File: src/prime_and_twin_scanner_core_assert.svh
// Assertion macros for the prime and twin scanner.
`ifndef PRIME_AND_TWIN_SCANNER_CORE_ASSERT_SVH
`define PRIME_AND_TWIN_SCANNER_CORE_ASSERT_SVH
`ifndef SYNTHESIS
// Same-cycle implication, checked at every rising clock edge out of reset.
`define PTWS_ASSERT_IMPL(label, clk, rst_n, ante, cons) \
    label: assert property (@(posedge clk) disable iff (!rst_n) (ante) |-> (cons)) \
        else $error("prime_and_twin_scanner_core: assertion failed");
// Next-cycle implication.
`define PTWS_ASSERT_NEXT(label, clk, rst_n, ante, cons) \
    label: assert property (@(posedge clk) disable iff (!rst_n) (ante) |=> (cons)) \
        else $error("prime_and_twin_scanner_core: assertion failed");
`else
`define PTWS_ASSERT_IMPL(label, clk, rst_n, ante, cons)
`define PTWS_ASSERT_NEXT(label, clk, rst_n, ante, cons)
`endif
`endif

File: src/ptws_pkg.sv
// Package with widths, microcode types and the microprogram of the scanner.
package ptws_pkg;

    // Width of candidates and of all kept values.
    localparam int VALUE_BITS = 16;
    // Width of the bit counter in the remainder unit.
    localparam int CNT_BITS = $clog2(VALUE_BITS + 1);

    typedef logic [VALUE_BITS-1:0] value_t;

    // Steps of the microprogram.
    typedef enum logic [3:0] {
        STEP_WAIT    = 4'd0,
        STEP_SMALL   = 4'd1,
        STEP_SQUARE  = 4'd2,
        STEP_COMPARE = 4'd3,
        STEP_DIVIDE  = 4'd4,
        STEP_TESTREM = 4'd5,
        STEP_LOOP    = 4'd6,
        STEP_REJECT  = 4'd7,
        STEP_FINISH  = 4'd8,
        STEP_RETURN  = 4'd9
    } step_t;

    // Datapath operations; an operation runs only when its step does not jump.
    typedef enum logic [2:0] {
        OP_NONE,
        OP_LOAD,
        OP_SQUARE,
        OP_DIV_START,
        OP_NEXT_DIV,
        OP_REJECT,
        OP_FINISH
    } op_t;

    // Jump conditions.
    typedef enum logic [2:0] {
        COND_NEVER,
        COND_ALWAYS,
        COND_NO_INPUT,
        COND_SMALL,
        COND_SQ_GT,
        COND_DIV_BUSY,
        COND_REM_ZERO,
        COND_OUT_BUSY
    } cond_t;

    // One control word of the microprogram.
    typedef struct packed {
        op_t   op;
        cond_t cond;
        step_t target;
    } ucode_word_t;

    // Control and status between the sequencer and the remainder unit.
    typedef struct packed {
        logic start;
    } rem_ctrl_t;

    typedef struct packed {
        logic busy;
    } rem_stat_t;

    // Microprogram ROM.
    function automatic ucode_word_t ucode(input step_t pc);
        ucode_word_t w;
        unique case (pc)
            STEP_WAIT:    w = '{OP_LOAD,      COND_NO_INPUT, STEP_WAIT};
            STEP_SMALL:   w = '{OP_NONE,      COND_SMALL,    STEP_REJECT};
            STEP_SQUARE:  w = '{OP_SQUARE,    COND_NEVER,    STEP_WAIT};
            STEP_COMPARE: w = '{OP_DIV_START, COND_SQ_GT,    STEP_FINISH};
            STEP_DIVIDE:  w = '{OP_NONE,      COND_DIV_BUSY, STEP_DIVIDE};
            STEP_TESTREM: w = '{OP_NEXT_DIV,  COND_REM_ZERO, STEP_REJECT};
            STEP_LOOP:    w = '{OP_NONE,      COND_ALWAYS,   STEP_SQUARE};
            STEP_REJECT:  w = '{OP_REJECT,    COND_NEVER,    STEP_WAIT};
            STEP_FINISH:  w = '{OP_FINISH,    COND_OUT_BUSY, STEP_FINISH};
            STEP_RETURN:  w = '{OP_NONE,      COND_ALWAYS,   STEP_WAIT};
            default:      w = '{OP_NONE,      COND_ALWAYS,   STEP_WAIT};
        endcase
        return w;
    endfunction

endpackage

File: src/prime_and_twin_scanner_core.sv
// Top level of the prime and twin scanner: microcoded sequencer and datapath.
// Usage:
// The host sends candidates on the input channel (in_valid, in_ready, candidate,
// restart), normally in descending order down to 2; restart set on the first one
// clears the last prime and the prime count before that candidate is tested.
// Each candidate yields one transaction on the output channel (out_valid,
// out_ready, tested_value, is_prime, is_twin, twin_upper, prime_count).
// One candidate is in work at a time; in_ready is high only while the
// sequencer waits at its first step. Trial divisors run from 2 while d*d <= n.
// Each trial divisor is tested by the bit-serial remainder unit; 0 and 1 are
// rejected at once, and 2 and 3 finish without any division.
// A finished result sits in the output register; the next candidate is taken
// while it waits, and the sequencer only stalls at its final step if the
// previous result has still not been taken.
// Reset clears the sequencer, the output valid, the last prime and the count.
`include "prime_and_twin_scanner_core_assert.svh"

module prime_and_twin_scanner_core (
    input  logic                    clk,
    input  logic                    rst_n,
    input  logic                    in_valid,
    output logic                    in_ready,
    input  ptws_pkg::value_t        candidate,
    input  logic                    restart,
    output logic                    out_valid,
    input  logic                    out_ready,
    output ptws_pkg::value_t        tested_value,
    output logic                    is_prime,
    output logic                    is_twin,
    output ptws_pkg::value_t        twin_upper,
    output ptws_pkg::value_t        prime_count
);

    localparam int W = ptws_pkg::VALUE_BITS;

    ptws_pkg::step_t       pc_reg;
    ptws_pkg::step_t       pc_next;
    ptws_pkg::ucode_word_t word;
    logic                  jump;
    logic                  exec;

    ptws_pkg::value_t      n_reg;
    ptws_pkg::value_t      n_next;
    ptws_pkg::value_t      d_reg;
    ptws_pkg::value_t      d_next;
    logic [2*W-1:0]        sq_reg;
    logic [2*W-1:0]        sq_next;
    logic                  prime_reg;
    logic                  prime_next;
    ptws_pkg::value_t      prev_reg;
    ptws_pkg::value_t      prev_next;
    ptws_pkg::value_t      count_reg;
    ptws_pkg::value_t      count_next;

    logic                  out_valid_reg;
    logic                  out_valid_next;
    ptws_pkg::value_t      out_value_reg;
    ptws_pkg::value_t      out_value_next;
    logic                  out_prime_reg;
    logic                  out_prime_next;
    logic                  out_twin_reg;
    logic                  out_twin_next;
    ptws_pkg::value_t      out_upper_reg;
    ptws_pkg::value_t      out_upper_next;
    ptws_pkg::value_t      out_count_reg;
    ptws_pkg::value_t      out_count_next;

    ptws_pkg::rem_ctrl_t   rem_ctrl;
    ptws_pkg::rem_stat_t   rem_stat;
    ptws_pkg::value_t      rem_value;

    logic                  twin;
    ptws_pkg::value_t      count_inc;
    logic                  twin_gap_ok;

    // Remainder unit.
    ptws_rem u_rem (
        .clk       (clk),
        .rst_n     (rst_n),
        .ctrl      (rem_ctrl),
        .dividend  (n_reg),
        .divisor   (d_reg),
        .stat      (rem_stat),
        .remainder (rem_value)
    );

    // Fetch the control word and evaluate its jump condition.
    always_comb
    begin
        word = ptws_pkg::ucode(pc_reg);
        unique case (word.cond)
            ptws_pkg::COND_NEVER:    jump = 1'b0;
            ptws_pkg::COND_ALWAYS:   jump = 1'b1;
            ptws_pkg::COND_NO_INPUT: jump = !in_valid;
            ptws_pkg::COND_SMALL:    jump = (n_reg < W'(2));
            ptws_pkg::COND_SQ_GT:    jump = (sq_reg > {{W{1'b0}}, n_reg});
            ptws_pkg::COND_DIV_BUSY: jump = rem_stat.busy;
            ptws_pkg::COND_REM_ZERO: jump = (rem_value == '0);
            ptws_pkg::COND_OUT_BUSY: jump = out_valid_reg && !out_ready;
            default:                 jump = 1'b1;
        endcase
        exec = !jump;
    end

    // Next step of the sequencer.
    always_comb
    begin
        if (jump)
        begin
            pc_next = word.target;
        end
        else
        begin
            pc_next = ptws_pkg::step_t'(pc_reg + 4'd1);
        end
    end

    // Twin test and saturating count for the finishing step.
    always_comb
    begin
        twin = prime_reg && ({1'b0, prev_reg} == ({1'b0, n_reg} + (W+1)'(2)));
        if (count_reg != '1)
        begin
            count_inc = count_reg + W'(1);
        end
        else
        begin
            count_inc = count_reg;
        end
    end

    // Datapath controls decoded from the operation field.
    always_comb
    begin
        n_next         = n_reg;
        d_next         = d_reg;
        sq_next        = sq_reg;
        prime_next     = prime_reg;
        prev_next      = prev_reg;
        count_next     = count_reg;
        rem_ctrl.start = 1'b0;
        out_value_next = out_value_reg;
        out_prime_next = out_prime_reg;
        out_twin_next  = out_twin_reg;
        out_upper_next = out_upper_reg;
        out_count_next = out_count_reg;
        out_valid_next = out_valid_reg && !out_ready;
        if (exec)
        begin
            unique case (word.op)
                ptws_pkg::OP_NONE:
                begin
                end
                ptws_pkg::OP_LOAD:
                begin
                    n_next     = candidate;
                    d_next     = W'(2);
                    prime_next = 1'b1;
                    if (restart)
                    begin
                        prev_next  = '0;
                        count_next = '0;
                    end
                end
                ptws_pkg::OP_SQUARE:
                begin
                    sq_next = d_reg * d_reg;
                end
                ptws_pkg::OP_DIV_START:
                begin
                    rem_ctrl.start = 1'b1;
                end
                ptws_pkg::OP_NEXT_DIV:
                begin
                    d_next = d_reg + W'(1);
                end
                ptws_pkg::OP_REJECT:
                begin
                    prime_next = 1'b0;
                end
                ptws_pkg::OP_FINISH:
                begin
                    out_valid_next = 1'b1;
                    out_value_next = n_reg;
                    out_prime_next = prime_reg;
                    out_twin_next  = twin;
                    out_upper_next = twin ? prev_reg : '0;
                    if (prime_reg)
                    begin
                        prev_next      = n_reg;
                        count_next     = count_inc;
                        out_count_next = count_inc;
                    end
                    else
                    begin
                        out_count_next = count_reg;
                    end
                end
                default:
                begin
                end
            endcase
        end
    end

    // Control state and kept state.
    always_ff @(posedge clk or negedge rst_n)
    begin
        if (!rst_n)
        begin
            pc_reg        <= ptws_pkg::STEP_WAIT;
            out_valid_reg <= 1'b0;
            prev_reg      <= '0;
            count_reg     <= '0;
        end
        else
        begin
            pc_reg        <= pc_next;
            out_valid_reg <= out_valid_next;
            prev_reg      <= prev_next;
            count_reg     <= count_next;
        end
    end

    // Working and result payload registers.
    always_ff @(posedge clk)
    begin
        n_reg         <= n_next;
        d_reg         <= d_next;
        sq_reg        <= sq_next;
        prime_reg     <= prime_next;
        out_value_reg <= out_value_next;
        out_prime_reg <= out_prime_next;
        out_twin_reg  <= out_twin_next;
        out_upper_reg <= out_upper_next;
        out_count_reg <= out_count_next;
    end

    assign in_ready     = (pc_reg == ptws_pkg::STEP_WAIT);
    assign out_valid    = out_valid_reg;
    assign tested_value = out_value_reg;
    assign is_prime     = out_prime_reg;
    assign is_twin      = out_twin_reg;
    assign twin_upper   = out_upper_reg;
    assign prime_count  = out_count_reg;

    // The reported upper member lies two above the tested value, compared without wraparound.
    assign twin_gap_ok = ({1'b0, twin_upper} == ({1'b0, tested_value} + (W+1)'(2)));

    // The remainder unit is idle whenever a new candidate can be taken.
    `PTWS_ASSERT_IMPL(a_idle_rem, clk, rst_n, in_ready, !rem_stat.busy)
    // An accepted candidate moves the sequencer off the waiting step.
    `PTWS_ASSERT_NEXT(a_busy_after_accept, clk, rst_n, in_valid && in_ready, !in_ready)
    // A twin is always prime and its upper member is two above the tested value.
    `PTWS_ASSERT_IMPL(a_twin_prime, clk, rst_n, out_valid && is_twin, is_prime && twin_gap_ok)
    // A non-twin result reports zero as the upper member.
    `PTWS_ASSERT_IMPL(a_twin_zero, clk, rst_n, out_valid && !is_twin, twin_upper == '0)

endmodule

File: src/ptws_rem.sv
// Bit-serial restoring remainder unit: one dividend bit per cycle.
module ptws_rem (
    input  logic                clk,
    input  logic                rst_n,
    input  ptws_pkg::rem_ctrl_t ctrl,
    input  ptws_pkg::value_t    dividend,
    input  ptws_pkg::value_t    divisor,
    output ptws_pkg::rem_stat_t stat,
    output ptws_pkg::value_t    remainder
);

    logic                          busy_reg;
    logic                          busy_next;
    logic [ptws_pkg::CNT_BITS-1:0] cnt_reg;
    logic [ptws_pkg::CNT_BITS-1:0] cnt_next;
    ptws_pkg::value_t              shift_reg;
    ptws_pkg::value_t              shift_next;
    ptws_pkg::value_t              divisor_reg;
    ptws_pkg::value_t              divisor_next;
    ptws_pkg::value_t              rem_reg;
    ptws_pkg::value_t              rem_next;
    logic [ptws_pkg::VALUE_BITS:0] trial;
    ptws_pkg::value_t              diff;

    // Shift in the next dividend bit and subtract the divisor when it fits.
    // The partial remainder stays below the divisor, so the difference fits the value width.
    always_comb
    begin
        trial        = {rem_reg, shift_reg[ptws_pkg::VALUE_BITS-1]};
        diff         = trial[ptws_pkg::VALUE_BITS-1:0] - divisor_reg;
        busy_next    = busy_reg;
        cnt_next     = cnt_reg;
        shift_next   = shift_reg;
        divisor_next = divisor_reg;
        rem_next     = rem_reg;
        if (ctrl.start)
        begin
            busy_next    = 1'b1;
            cnt_next     = ptws_pkg::CNT_BITS'(ptws_pkg::VALUE_BITS);
            shift_next   = dividend;
            divisor_next = divisor;
            rem_next     = '0;
        end
        else if (busy_reg)
        begin
            shift_next = {shift_reg[ptws_pkg::VALUE_BITS-2:0], 1'b0};
            if (trial >= {1'b0, divisor_reg})
            begin
                rem_next = diff;
            end
            else
            begin
                rem_next = trial[ptws_pkg::VALUE_BITS-1:0];
            end
            cnt_next = cnt_reg - ptws_pkg::CNT_BITS'(1);
            if (cnt_reg == ptws_pkg::CNT_BITS'(1))
            begin
                busy_next = 1'b0;
            end
        end
    end

    // Control registers.
    always_ff @(posedge clk or negedge rst_n)
    begin
        if (!rst_n)
        begin
            busy_reg <= 1'b0;
            cnt_reg  <= '0;
        end
        else
        begin
            busy_reg <= busy_next;
            cnt_reg  <= cnt_next;
        end
    end

    // Payload registers.
    always_ff @(posedge clk)
    begin
        shift_reg   <= shift_next;
        divisor_reg <= divisor_next;
        rem_reg     <= rem_next;
    end

    assign stat.busy = busy_reg;
    assign remainder = rem_reg;

endmodule
File: config.mk
export PLATFORM = sky130hd
export DESIGN_NAME = prime_and_twin_scanner_core
export DESIGN_NICKNAME = d
export VERILOG_FILES = /design/src/ptws_pkg.sv /design/src/prime_and_twin_scanner_core.sv /design/src/ptws_rem.sv
export VERILOG_INCLUDE_DIRS = /design/src /design/src/src
export SDC_FILE = /design/constraint.sdc
export NUM_CORES = 1
export LEC_CHECK = 0
export BUFFER_PORTS_ARGS = -buffer_cell sky130_fd_sc_hd__buf_2
export CAP_MARGIN = 20
export CORE_MARGIN = 5
export CORE_UTILIZATION = 50
export DETAILED_ROUTE_END_ITERATION = 16
export PLACE_DENSITY = 0.67
export SETUP_SLACK_MARGIN = 0.4
export SKIP_CTS_REPAIR_TIMING = 1
export SLEW_MARGIN = 20
export SYNTH_ARGS = -nofsm -noshare
export SYNTH_HDL_FRONTEND = slang
export SYNTH_HIERARCHICAL = 1
export SYNTH_SLANG_ARGS = --single-unit
export TNS_END_PERCENT = 50
File: constraint.sdc
create_clock -name clk -period 19.25 [get_ports clk]
set_input_delay 1.925 -clock clk [delete_from_list [all_inputs] [get_ports clk]]
set_output_delay 1.925 -clock clk [all_outputs]
set_load 0.03 [all_outputs]
==> flow_metrics.tcl <==
set metrics [dict create \
    period_minus_slack_ns 6.83 \
    path_max_fanout 15 \
    wl_per_cell_um 17.0 \
    synth_top_family_by_area "adder cells" \
    syn-num-nets 1994 \
    synth_compound_area_frac 0.0958 \
    clkLatencyLatePin_ns 0.55 \
    yosys.area_share.simple 0.129 \
    yosys.area.top_type "edfxtp_1" \
    async_flop_share 0.210 \
    syn2layout_area_growth_pct 8.97 \
    dr.first_iter.drc_count 764 \
    hold-path-cell-count 2 \
    dieHeight_um 196 \
    synth.mux.area_fraction 0.0222 \
    yosysWarnings 6 \
    multiInputGateArea_mm2 0.0101 \
    port_buffers 72 \
    grt_usage 0.198 \
    seq_area_frac_synth 0.335 \
    synth_edf_count 146 \
    netlist_top_cells_area "edfxtp_1 (25%), fa_1 (19%), ha_1 (10%)" \
    clk_pin_slew_worst_paths_ns 0.06 \
    grt_max_degree 58 \
    critPathTopFamily "adder cells" \
    ys_types 80 \
    antenna_found_initial 0 \
    maxCapViolations 0 \
    cp-end-kind "register" \
    ant_nets 0 \
    rrSetupSlack_ns 12.42 \
    seq_area_mm2 0.00578 \
    worstPathArrival_ns 7.11 \
    slew_viol_final 0 \
    nets 2040 \
    synth.ff_latch_count 205 \
    grt_overflow 0 \
    die_area_mm2 0.0383 \
    cts_tree "done" \
    largest_reg_flops 31 \
    wirelength_um 37100 \
    synth_top_area_frac 0.254 \
    place.gp.congestion 0.850 \
    final-setup-viol-count 0 \
    crit_buf_inv 4 \
    diodes 0 \
    start_util 0.503 \
    cts.sinks 205 \
    crit_top_cell "fa_1" \
    syn_area_mm2 0.0172 \
    startpoint_type "register" \
    synthXorXnorAreaFrac 0.0442 \
    critical_path_class "register to register" \
    clock.fmax_ghz 0.146 \
    dp_hpwl_um 28300 \
    fp-row-count 68 \
    fin_skew_ns 0.0259 \
    hold_viol 0 \
    critical_path_required_ns 19.53 \
    vias 11900 \
    r2r_end "sq_reg[31]" \
    synthFlopType "edfxtp_1" \
    worstRegToRegCells 22 \
    grt_pass1_wl_um 63000 \
    tightest_slew_ns 1.04 \
    tns_ns 0 \
    critPathMaxStageDelay_ns 0.77 \
    worst_hold_path_type "register to register" \
    pin_count 73 \
    first_global_vias 12300 \
    synth_cells 1665 \
    critPathSlowestCell "edfxtp_1" \
    min_period_over_period 0.355 \
    timing.rr.start "d_reg[12]" \
    viasPerCell 5.44 \
    relSlewSlack 0.309 \
    hold_end "u_rem/remainder[15]" \
    cts_buffer_depth 3 \
    fillers 2952 \
    core-area_mm2 0.0343 \
    cts-root-buf "clkbuf_16" \
    hold_start "u_rem/remainder[14]" \
    path_cells "inv_1 > nor2_1 > ha_1 > xor2_1 > fa_1 > inv_1 > fa_1 > fa_1 > fa_1 > inv_1 > fa_1 > inv_1 > ha_1 > o21ai_0 > nand2b_1 > nand4_1 > nand3_1 > nand2_1 > nand3_1 > a31oi_1 > o21ai_0 > xnor2_1" \
    htreeDepth 1 \
    numCtsBuffers 24 \
    status "complete, no violations" \
    drc 0 \
    rsz0062_at_grt "no" \
    drtPass1Iterations 5 \
    drive_gt1_frac 0.0914 \
    die-width_um 196 \
    synthAdderAreaFrac 0.295 \
    synth_area_per_cell_um2 10.4 \
]
-- worst max-delay path by stage --
stage                         start    endpoint  cells after the start
final                     d_reg[12]  sq_reg[31]                     22
after detailed placement  d_reg[12]  sq_reg[31]                     22
after global routing      d_reg[12]  sq_reg[31]                     22
after CTS                 d_reg[12]  sq_reg[31]                     22
after floorplan            d_reg[4]  sq_reg[31]                     22
after global placement    d_reg[12]  sq_reg[31]                     22
-- metal layers --
layer / vias to the layer above / track usage / part of all wire
met5: - / 0 / 0
met4: 0 / 0.0543 / 0.024
met3: 65 / 0.0290 / 0.055
met2: 305 / 0.314 / 0.45
met1: 5829 / 0.287 / 0.47
li1: 5675 / - / -
-- worst register-to-register path: cells and delay by family (launching register included) --
kind / cells / cell delay (ns)
buffers and inverters: 4 / 0.50
XOR/XNOR: 2 / 0.46
flip-flops: 1 / 0.77
AND/OR/NAND/NOR: 6 / 1.12
adder cells (fa/ha/maj): 7 / 3.13
AO/OA/AOI/OAI: 3 / 0.60
-- cells by family (layout without fill, tap and decap cells) --
group / after synthesis / count (layout)
xor gates and xnor gates: 87 / 87
muxes: 36 / 36
buffers and inverters: 350 / 414
AOI/OAI and AO/OA: 236 / 236
and+or+nand+nor: 443 / 443
adders and majority gates: 308 / 308
DFF: 205 / 205
-- Yosys cell counts, types with 25 or more instances --
cell type    n
o21ai_0     47
fa_1       165
ha_1       143
clkbuf_1    41
edfxtp_1   146
nor2_1      94
inv_1      291
xor2_1      30
nand2_1    122
a211oi_1    26
dfrtp_1     43
xnor2_1     57
and2_1      69
a21oi_1     42
nor3_1      25
nand3_1     34
-- cells in the final DEF, fill, tap and decap left out, types with 26 or more instances in the layout --
master      n
a21oi_1    42
nand2_1   122
o21ai_0    47
edfxtp_1  146
ha_1      143
xor2_1     30
xnor2_1    57
fa_1      165
dfrtp_1    43
nand3_1    34
a211oi_1   26
and2_1     69
nor2_1     93
buf_2      71
inv_1     290
-- through the flow --
stage	util	worst slack (ns)	cell area, µm²	std cells	hold slack, ns
floorplan	-	13.09	17200	1665	0.424
global placement	0.524	12.59	18000	2140	0.474
detailed placement	0.524	12.46	18000	2140	0.476
CTS	0.548	12.44	18800	2184	0.516
global route	0.548	12.04	18800	2184	0.541
finish	0.548	12.42	18800	2184	0.514
-- cell type report --
cell class              count  area share
clock buffers              35      0.0374
well taps                 455      0.0303
flip-flops and latches    205       0.308
multi-input cells        1110       0.539
repair buffers             78      0.0217
clock inverters             9     0.00559
inverters                 292      0.0583
Power is left out: the tool's default activity adds up to more than one toggle a clock period on the data nets, which glitch-free logic cannot reach.
